`src/rtl/core/slpdc_pkg.sv`:
```
package slpdc_pkg;

  // Field and register widths
  localparam int unsigned GainW    = 24;
  localparam int unsigned LimW     = 26;
  localparam int unsigned DevW     = 27;
  localparam int unsigned WideW    = 28;
  localparam int unsigned TimerW   = 28;
  localparam int unsigned ErrW     = 16;
  localparam int unsigned BlkW     = 16;
  localparam int unsigned ElapsedW = 20;
  localparam int unsigned CfgIdxW  = 3;
  localparam int unsigned CfgDataW = 28;
  localparam int unsigned InDataW  = 56;
  localparam int unsigned OutDataW = 32;

  // Configuration register indexes
  typedef enum logic [CfgIdxW-1:0] {
    REG_PROP_GAIN        = 3'd0,
    REG_INTEG_GAIN       = 3'd1,
    REG_MAX_DEVIATION    = 3'd2,
    REG_SLEW_PER_SAMPLE  = 3'd3,
    REG_EXCESS_THRESHOLD = 3'd4,
    REG_SUSTAIN_TIME     = 3'd5
  } cfg_reg_e;

  // Word kinds
  typedef enum logic {
    KIND_UPDATE = 1'b0,
    KIND_CHECK  = 1'b1
  } kind_e;

  typedef logic signed [WideW-1:0] wide_t;

  // Clamp to the symmetric range -lim .. +lim
  function automatic wide_t clamp_sym(input wide_t v, input wide_t lim);
    wide_t r;
    if (v > lim) begin
      r = lim;
    end else if (v < -lim) begin
      r = -lim;
    end else begin
      r = v;
    end
    return r;
  endfunction

endpackage

```
`src/rtl/core/slew_limited_pi_drift_controller.sv`:
```
// Slew-limited PI drift controller. An update word (tuser 0) carries a Q0.15
// fill error and a block length; the PI target, clamped to max_deviation, is
// approached by at most slew_per_sample * block_samples / 2^16 per update, and
// the integral is committed only when that step was not limited. A check word
// (tuser 1) carries elapsed microseconds and drives a saturating excess-drift
// timer and the sustained_drift flag. Every word yields one result word holding
// the deviation (signed Q16 ppm) and the flag. Rate: one word per clock cycle
// while no result word is held by a low m_axis_tready. A taken word loads the
// input register with the scaled gain and slew products; as it advances, the
// controller state is updated and the result register is loaded.
// The input side stalls only while a result word is held by a low m_axis_tready.
// Configuration writes take effect on the next clock edge.
module slew_limited_pi_drift_controller (
  input  logic                              clk_i,
  input  logic                              rst_ni,
  // configuration write port
  input  logic                              cfg_we_i,
  input  logic [slpdc_pkg::CfgIdxW-1:0]     cfg_idx_i,
  input  logic [slpdc_pkg::CfgDataW-1:0]    cfg_wdata_i,
  // input stream
  input  logic                              s_axis_tvalid,
  output logic                              s_axis_tready,
  // [15:0] fill_error, [31:16] block_samples, [51:32] elapsed_us, [55:52] zero
  input  logic [slpdc_pkg::InDataW-1:0]     s_axis_tdata,
  // [0] kind
  input  logic                              s_axis_tuser,
  // result stream
  output logic                              m_axis_tvalid,
  input  logic                              m_axis_tready,
  // [26:0] deviation, [27] sustained_drift, [31:28] zero
  output logic [slpdc_pkg::OutDataW-1:0]    m_axis_tdata
);

  localparam int unsigned PW = slpdc_pkg::GainW + slpdc_pkg::ErrW + 1;
  localparam int unsigned SW = slpdc_pkg::GainW + slpdc_pkg::BlkW;

  // Configuration registers
  logic [slpdc_pkg::GainW-1:0]  prop_gain_q, integ_gain_q, slew_q;
  logic [slpdc_pkg::LimW-1:0]   max_dev_q, thresh_q;
  logic [slpdc_pkg::TimerW-1:0] sustain_q;

  always_ff @(posedge clk_i or negedge rst_ni) begin
    if (!rst_ni) begin
      prop_gain_q  <= '0;
      integ_gain_q <= '0;
      max_dev_q    <= '0;
      slew_q       <= '0;
      thresh_q     <= '0;
      sustain_q    <= '0;
    end else if (cfg_we_i) begin
      unique case (slpdc_pkg::cfg_reg_e'(cfg_idx_i))
        slpdc_pkg::REG_PROP_GAIN:        prop_gain_q  <= cfg_wdata_i[slpdc_pkg::GainW-1:0];
        slpdc_pkg::REG_INTEG_GAIN:       integ_gain_q <= cfg_wdata_i[slpdc_pkg::GainW-1:0];
        slpdc_pkg::REG_MAX_DEVIATION:    max_dev_q    <= cfg_wdata_i[slpdc_pkg::LimW-1:0];
        slpdc_pkg::REG_SLEW_PER_SAMPLE:  slew_q       <= cfg_wdata_i[slpdc_pkg::GainW-1:0];
        slpdc_pkg::REG_EXCESS_THRESHOLD: thresh_q     <= cfg_wdata_i[slpdc_pkg::LimW-1:0];
        slpdc_pkg::REG_SUSTAIN_TIME:     sustain_q    <= cfg_wdata_i[slpdc_pkg::TimerW-1:0];
        default: ;
      endcase
    end
  end

  // Unpack the input word
  logic signed [slpdc_pkg::ErrW-1:0] in_err;
  logic [slpdc_pkg::BlkW-1:0]        in_blk;
  logic [slpdc_pkg::ElapsedW-1:0]    in_el;

  assign in_err = $signed(s_axis_tdata[15:0]);
  assign in_blk = s_axis_tdata[31:16];
  assign in_el  = s_axis_tdata[51:32];

  // Gain and slew products, formed as the word is taken
  logic signed [PW-1:0] p_prod, di_prod;
  logic [SW-1:0]        step_prod;

  assign p_prod    = $signed({1'b0, prop_gain_q}) * in_err;
  assign di_prod   = $signed({1'b0, integ_gain_q}) * in_err;
  assign step_prod = slew_q * in_blk;

  // Input register stage
  logic                                  s1_valid_q;
  logic                                  s1_kind_q;
  logic signed [PW-16-1:0]               s1_p_q, s1_di_q;
  logic [slpdc_pkg::GainW-1:0]           s1_step_q;
  logic [slpdc_pkg::ElapsedW-1:0]        s1_el_q;
  logic                                  advance;
  logic                                  in_take;

  assign advance       = s1_valid_q && (!m_axis_tvalid || m_axis_tready);
  assign s_axis_tready = !s1_valid_q || advance;
  assign in_take       = s_axis_tvalid && s_axis_tready;

  always_ff @(posedge clk_i or negedge rst_ni) begin
    if (!rst_ni) begin
      s1_valid_q <= 1'b0;
    end else if (s_axis_tready) begin
      s1_valid_q <= s_axis_tvalid;
    end
  end

  // Floor shifts are arithmetic shifts: keep the upper bits, the top one is
  // only a copy of the sign
  always_ff @(posedge clk_i) begin
    if (in_take) begin
      s1_kind_q <= s_axis_tuser;
      s1_p_q    <= p_prod[PW-2:15];
      s1_di_q   <= di_prod[PW-2:15];
      s1_step_q <= step_prod[SW-1:16];
      s1_el_q   <= in_el;
    end
  end

  // Controller state
  logic signed [slpdc_pkg::DevW-1:0] integ_q, integ_d;
  logic signed [slpdc_pkg::DevW-1:0] dev_q, dev_d;
  logic [slpdc_pkg::TimerW-1:0]      timer_q, timer_d;
  logic                              flag_q, flag_d;

  slpdc_pkg::wide_t lim, cand, tgt, want, delta, step_w, dev_sum;
  logic [slpdc_pkg::DevW-1:0]        mag;
  logic [slpdc_pkg::TimerW:0]        timer_sum;
  logic                              excess;

  assign lim    = $signed({2'b00, max_dev_q});
  assign step_w = $signed({4'b0000, s1_step_q});
  assign mag    = dev_q[slpdc_pkg::DevW-1] ? slpdc_pkg::DevW'(-dev_q) : dev_q;
  assign excess = mag > {1'b0, thresh_q};
  assign timer_sum = {1'b0, timer_q} + (slpdc_pkg::TimerW+1)'(s1_el_q);

  // Work out the next state for the word in the input register
  always_comb begin
    cand    = slpdc_pkg::clamp_sym(slpdc_pkg::WideW'(integ_q) + slpdc_pkg::WideW'(s1_di_q),
                                   lim);
    tgt     = slpdc_pkg::clamp_sym(slpdc_pkg::WideW'(s1_p_q) + cand, lim);
    want    = tgt - slpdc_pkg::WideW'(dev_q);
    delta   = slpdc_pkg::clamp_sym(want, step_w);
    dev_sum = slpdc_pkg::clamp_sym(slpdc_pkg::WideW'(dev_q) + delta, lim);
    integ_d = integ_q;
    dev_d   = dev_q;
    timer_d = timer_q;
    flag_d  = flag_q;
    unique case (slpdc_pkg::kind_e'(s1_kind_q))
      slpdc_pkg::KIND_UPDATE: begin
        // commit the integral only when the step was not slew-limited
        if (delta == want) begin
          integ_d = slpdc_pkg::DevW'(cand);
        end
        dev_d = slpdc_pkg::DevW'(dev_sum);
      end
      slpdc_pkg::KIND_CHECK: begin
        if (excess) begin
          timer_d = timer_sum[slpdc_pkg::TimerW] ? '1 : timer_sum[slpdc_pkg::TimerW-1:0];
          if (timer_d >= sustain_q) begin
            flag_d = 1'b1;
          end
        end else begin
          timer_d = '0;
          flag_d  = 1'b0;
        end
      end
      default: ;
    endcase
  end

  // Advance state and load the result register
  always_ff @(posedge clk_i or negedge rst_ni) begin
    if (!rst_ni) begin
      integ_q       <= '0;
      dev_q         <= '0;
      timer_q       <= '0;
      flag_q        <= 1'b0;
      m_axis_tvalid <= 1'b0;
    end else begin
      if (advance) begin
        integ_q <= integ_d;
        dev_q   <= dev_d;
        timer_q <= timer_d;
        flag_q  <= flag_d;
      end
      if (advance) begin
        m_axis_tvalid <= 1'b1;
      end else if (m_axis_tready) begin
        m_axis_tvalid <= 1'b0;
      end
    end
  end

  assign m_axis_tdata = {4'b0000, flag_q, dev_q};

  // Result word always mirrors the committed state
  assert property (@(posedge clk_i) disable iff (!rst_ni)
    m_axis_tvalid |-> (m_axis_tdata[26:0] == dev_q && m_axis_tdata[27] == flag_q))
    else $error("result word out of step with state");

  // A word leaving the input stage always lands in the result register
  assert property (@(posedge clk_i) disable iff (!rst_ni)
    advance |=> m_axis_tvalid)
    else $error("advanced word lost");

  // Input stage full and blocked: take nothing
  assert property (@(posedge clk_i) disable iff (!rst_ni)
    (s1_valid_q && !advance) |-> !s_axis_tready)
    else $error("input accepted over a held word");

  // An update word leaves the timer and the flag alone
  assert property (@(posedge clk_i) disable iff (!rst_ni)
    (advance && s1_kind_q == slpdc_pkg::KIND_UPDATE) |=> ($stable(timer_q) && $stable(flag_q)))
    else $error("update word disturbed drift timer");

  // A check below the threshold clears the timer and the flag
  assert property (@(posedge clk_i) disable iff (!rst_ni)
    (advance && s1_kind_q == slpdc_pkg::KIND_CHECK && !excess) |=> (timer_q == '0 && !flag_q))
    else $error("drift timer not cleared");

endmodule

```
`config.mk`:
```
export PLATFORM = sky130hd
export DESIGN_NAME = slew_limited_pi_drift_controller
export DESIGN_NICKNAME = d
export VERILOG_FILES = /design/src/rtl/core/slpdc_pkg.sv /design/src/rtl/core/slew_limited_pi_drift_controller.sv
export SDC_FILE = /design/constraint.sdc
export NUM_CORES = 2
export LEC_CHECK = 0
export BUFFER_PORTS_ARGS = -buffer_cell sky130_fd_sc_hd__buf_4
export CELL_PAD_IN_SITES_DETAIL_PLACEMENT = 0
export CELL_PAD_IN_SITES_GLOBAL_PLACEMENT = 2
export CORE_ASPECT_RATIO = 1.75
export CORE_MARGIN = 2
export CORE_UTILIZATION = 25
export DETAILED_ROUTE_END_ITERATION = 7
export GPL_TIMING_DRIVEN = 0
export PLACE_DENSITY = 0.52
export SYNTH_ARGS = -nofsm -noshare
export SYNTH_HDL_FRONTEND = slang
export SYNTH_SLANG_ARGS = --single-unit
```
`constraint.sdc`:
```
create_clock -name clk_i -period 49.3 [get_ports clk_i]
set_clock_uncertainty 0.1 [all_clocks]
set_input_delay 0 -clock clk_i [delete_from_list [all_inputs] [get_ports clk_i]]
set_output_delay 0 -clock clk_i [all_outputs]
set_load 0.01 [all_outputs]
```
==> flow_summary_export.csv <==
group,metric,value,unit
clock_network,cts_root_buffer,"clkbuf_16",
worst_hold_path,hold_path_class,"input port to register",
global_route,grt_pass1_vias,57528,
cells_and_area,drive_gt1_share,4.755,%
synth,syn-cell-area,63600,µm²
timing,tightest_slew,1.394,ns
placement,dp_hpwl,241.7,mm
route,routed_wl,285.4,mm
clock_network,cts_tree,"built",
critical_path,crit_slowest_cell,"a2111oi_0",
route,drc,0,
timing,fin_tns_setup,0,ns
critical_path,cp_common_cell,"o21ai_0",
cells_and_area,design_area,71210,µm²
floorplanning,die_area,258600,µm²
timing,grt_setup_unrepaired,"no",
global_route,grt.overflow.total,0,
placement,place_area,68770,µm²
timing,fmax,0.03183,GHz
cells_and_area,area_growth_syn_to_layout,11.95,%
floorplanning,fp-row-count,245,
critical_path,end_kind,"register",
floorplanning,start_util,25.06,%
global_route,grt_pass1_wl,409.5,mm
clock_network,cts_max_path_buffers,3,
synth,synth_top_cell_by_area,"fa_1",
cells_and_area,seqCellArea,8783,µm²
cells_and_area,nets,9186,
cells_and_area,multiInputGateArea,49100,µm²
synth,ys.flop_type,"dfrtp_1",
route,vias,51198,
synth,yosysSeqAreaShare,13.81,%
synth,ys_async_sr_fraction,71.39,%
timing,period_share,63.73,%
timing,hold_viol_final,0,
timing,maxSlewHeadroom,5.884,%
clock_network,cts_num_sinks,332,
synth,yosys_warnings,0,
cells_and_area,final_cell_count_no_fill,10792,
clock_network,cts_inserted_buffers,44,
timing,setup_viol,0,
floorplanning,design.core.area,253800,µm²
route,ant_nets,0,
global_route,grt_max_degree,95,
route,routed_via_density,4.744,
floorplanning,die_w,385.3,µm
run_status,outcome,"finished, final reports clean",
placement,place.gp.congestion,0.9036,
synth,ys_types,89,
timing,slew_viol_final,0,
synth,synthCells,7165,
critical_path,arrival,31.80,ns
synth,synthTopCellsByArea,"fa_1 29%, ha_1 15%, dfrtp_1 9.3%",
synth,avgSynthCellArea,8.877,µm²
global_route,antenna_found_initial,23,
critical_path,critPathKind,"register to register",
synth,synth_edf_count,95,
clock_network,clock_latency,0.66,ns
cells_and_area,nFillCells,27521,
synth,ys_seq_elements,332,
global_route,grt_use_total,22.22,%
critical_path,crit_required,49.68,ns
floorplanning,top_level_ports,127,
clock_network,htree_levels,2,
flow_run,drv_cap,0,
placement,portBuffers,102,
placement,dp_cells,10614,
timing,timing.final.crit_period,31.42,ns
critical_path,cp-start-kind,"register",
critical_path,cp_slowest_stage_delay,0.89,ns
route,dr.first_iter.drc_count,2381,
clock_network,clkSlewWorstSetupHoldPaths,0.06,ns
floorplanning,die_h,671.3,µm
critical_path,critical_path.max_fanout,10,
route,firstDrtPassIters,6,
route,wl_per_cell,26.44,µm
synth,yosys.area.top_type_share,28.96,%
final timing paths:
check                                 from               to  slack [ns]  cells after the start
setup / recovery              max_dev_q[1]        dev_q[20]       17.88                     94
min in group asynchronous           rst_ni     thresh_q[23]        0.44                      4
hold / removal             cfg_wdata_i[24]    sustain_q[24]         0.1                      3
hold reg to reg                 timer_q[0]       timer_q[0]        0.38                      2
setup reg to reg              max_dev_q[1]        dev_q[20]       17.88                     94
max in group asynchronous           rst_ni  integ_gain_q[5]       48.08                      4
flip-flops by register name, summed over array words and instances (netlist names), 24 cells and up:
name / cells
dev_q: 27
prop_gain_q: 24
s1_p_q: 25
s1_step_q: 24
integ_q: 27
thresh_q: 26
timer_q: 28
max_dev_q: 26
integ_gain_q: 24
s1_di_q: 25
slew_q: 24
sustain_q: 28
kinds of logic after synthesis:
kind of cell / count (synthesis) / synth area share, %
adder cells (fa/ha/maj): 1683 / 43.97
flip-flops: 332 / 13.81
XOR/XNOR: 259 / 3.588
other: 1 / 0.005896
AND/OR/NAND/NOR: 2135 / 15.90
buffers and inverters: 1521 / 9.039
multiplexers: 190 / 3.299
AO/OA/AOI/OAI: 1044 / 10.39
layout by cell type (no fill, tap or decap), drive strengths merged, types with 11 or more instances in the layout:
| cell type | instances |
|---|---|
| nand3 | 65 |
| nor2b | 56 |
| ha | 763 |
| o21ai | 296 |
| nand2b | 103 |
| a41oi | 11 |
| a21oi | 286 |
| mux2i | 36 |
| fa | 920 |
| a21boi | 16 |
| a221oi | 11 |
| a2111oi | 11 |
| buf | 131 |
| a211oi | 33 |
| a22o | 20 |
| edfxtp | 95 |
| o2111ai | 11 |
| dfrtp | 237 |
| a21o | 120 |
| or3 | 19 |
| and3 | 24 |
| o21a | 54 |
| inv | 1224 |
| mux2 | 154 |
| xor2 | 49 |
| dlygate4sd3 | 83 |
| and2 | 396 |
| nor4 | 21 |
| a31oi | 21 |
| o31ai | 16 |
| o211ai | 14 |
| nand4 | 74 |
| o21bai | 31 |
| xnor2 | 209 |
| clkbuf | 336 |
| nor3 | 74 |
| diode | 13 |
| nand2 | 1009 |
| clkinv | 18 |
| nor2 | 253 |
Yosys cell counts, types with 14 or more instances:
cell type  count
xor2_1        49
nor3_1        73
o211ai_1      14
clkbuf_1     278
nand4_1       74
nand3_1       65
inv_1       1222
o31ai_1       16
ha_1         763
a21o_1       120
o21ai_0      291
mux2_2       133
a211oi_1      33
nor2_1       253
o21a_1        54
and3_1        24
nor2b_1       56
o21bai_1      31
or3_1         19
a31oi_1       21
nand2_1     1009
nor4_1        20
edfxtp_1      95
xnor2_1      209
fa_1         920
a21boi_0      16
a22o_1        20
mux2_1        20
dfrtp_1      237
a21oi_1      286
nand2b_1     103
mux2i_1       36
and2_1       395
metrics by stage:
stage	setup slack (ns)	hold slack (ns)	util [%]
final	17.88	0.09596	28.05
after global placement	16.61	0.07800	27.01
after detailed placement	17.44	-0.1190	27.10
after floorplan	29.58	-0.3956	-
after CTS	17.23	0.05864	28.04
after global routing	15.79	0.1059	28.04
routing by layer:
| metal | part of all wire [%] | track usage, % |
|---|---|---|
| met1 | 35 | 22.43 |
| met2 | 56 | 44.32 |
| met3 | 2.3 | 1.192 |
| met4 | 6.8 | 12.45 |
| met5 | 0 | 0 |
critical path, delay by kind of cell, from the launching register on:
kind,cells,cell delay [ns]
AND/OR/NAND/NOR,25,6.52
XOR/XNOR,4,1.36
flip-flops,1,0.41
buffers and inverters,13,6.31
multiplexers,1,0.42
AO/OA/AOI/OAI,43,13.12
adder cells (fa/ha/maj),8,2.87
area by class of cell:
cell class                 instances  area share, %
multi-input combinational       5315          68.96
sequential                       332          12.34
inverter                        1224          6.452
tap                             3334          5.858
timing repair buffer             196          2.564
clock buffer                      57          1.747
buffer                           297          1.622
clock inverter                    24         0.4200
antenna                           13        0.04569
timing repair:
| item | in CTS | in global routing |
|---|---|---|
| hold buffers | 84 | 0 |
| buffers inserted | 0 | 0 |
| resized for setup | 0 | 0 |
| hold endpoints to repair | 447 | 0 |
Power is left out: the tool's default activity adds up to more than one toggle a clock period on the data nets, which glitch-free logic cannot reach.
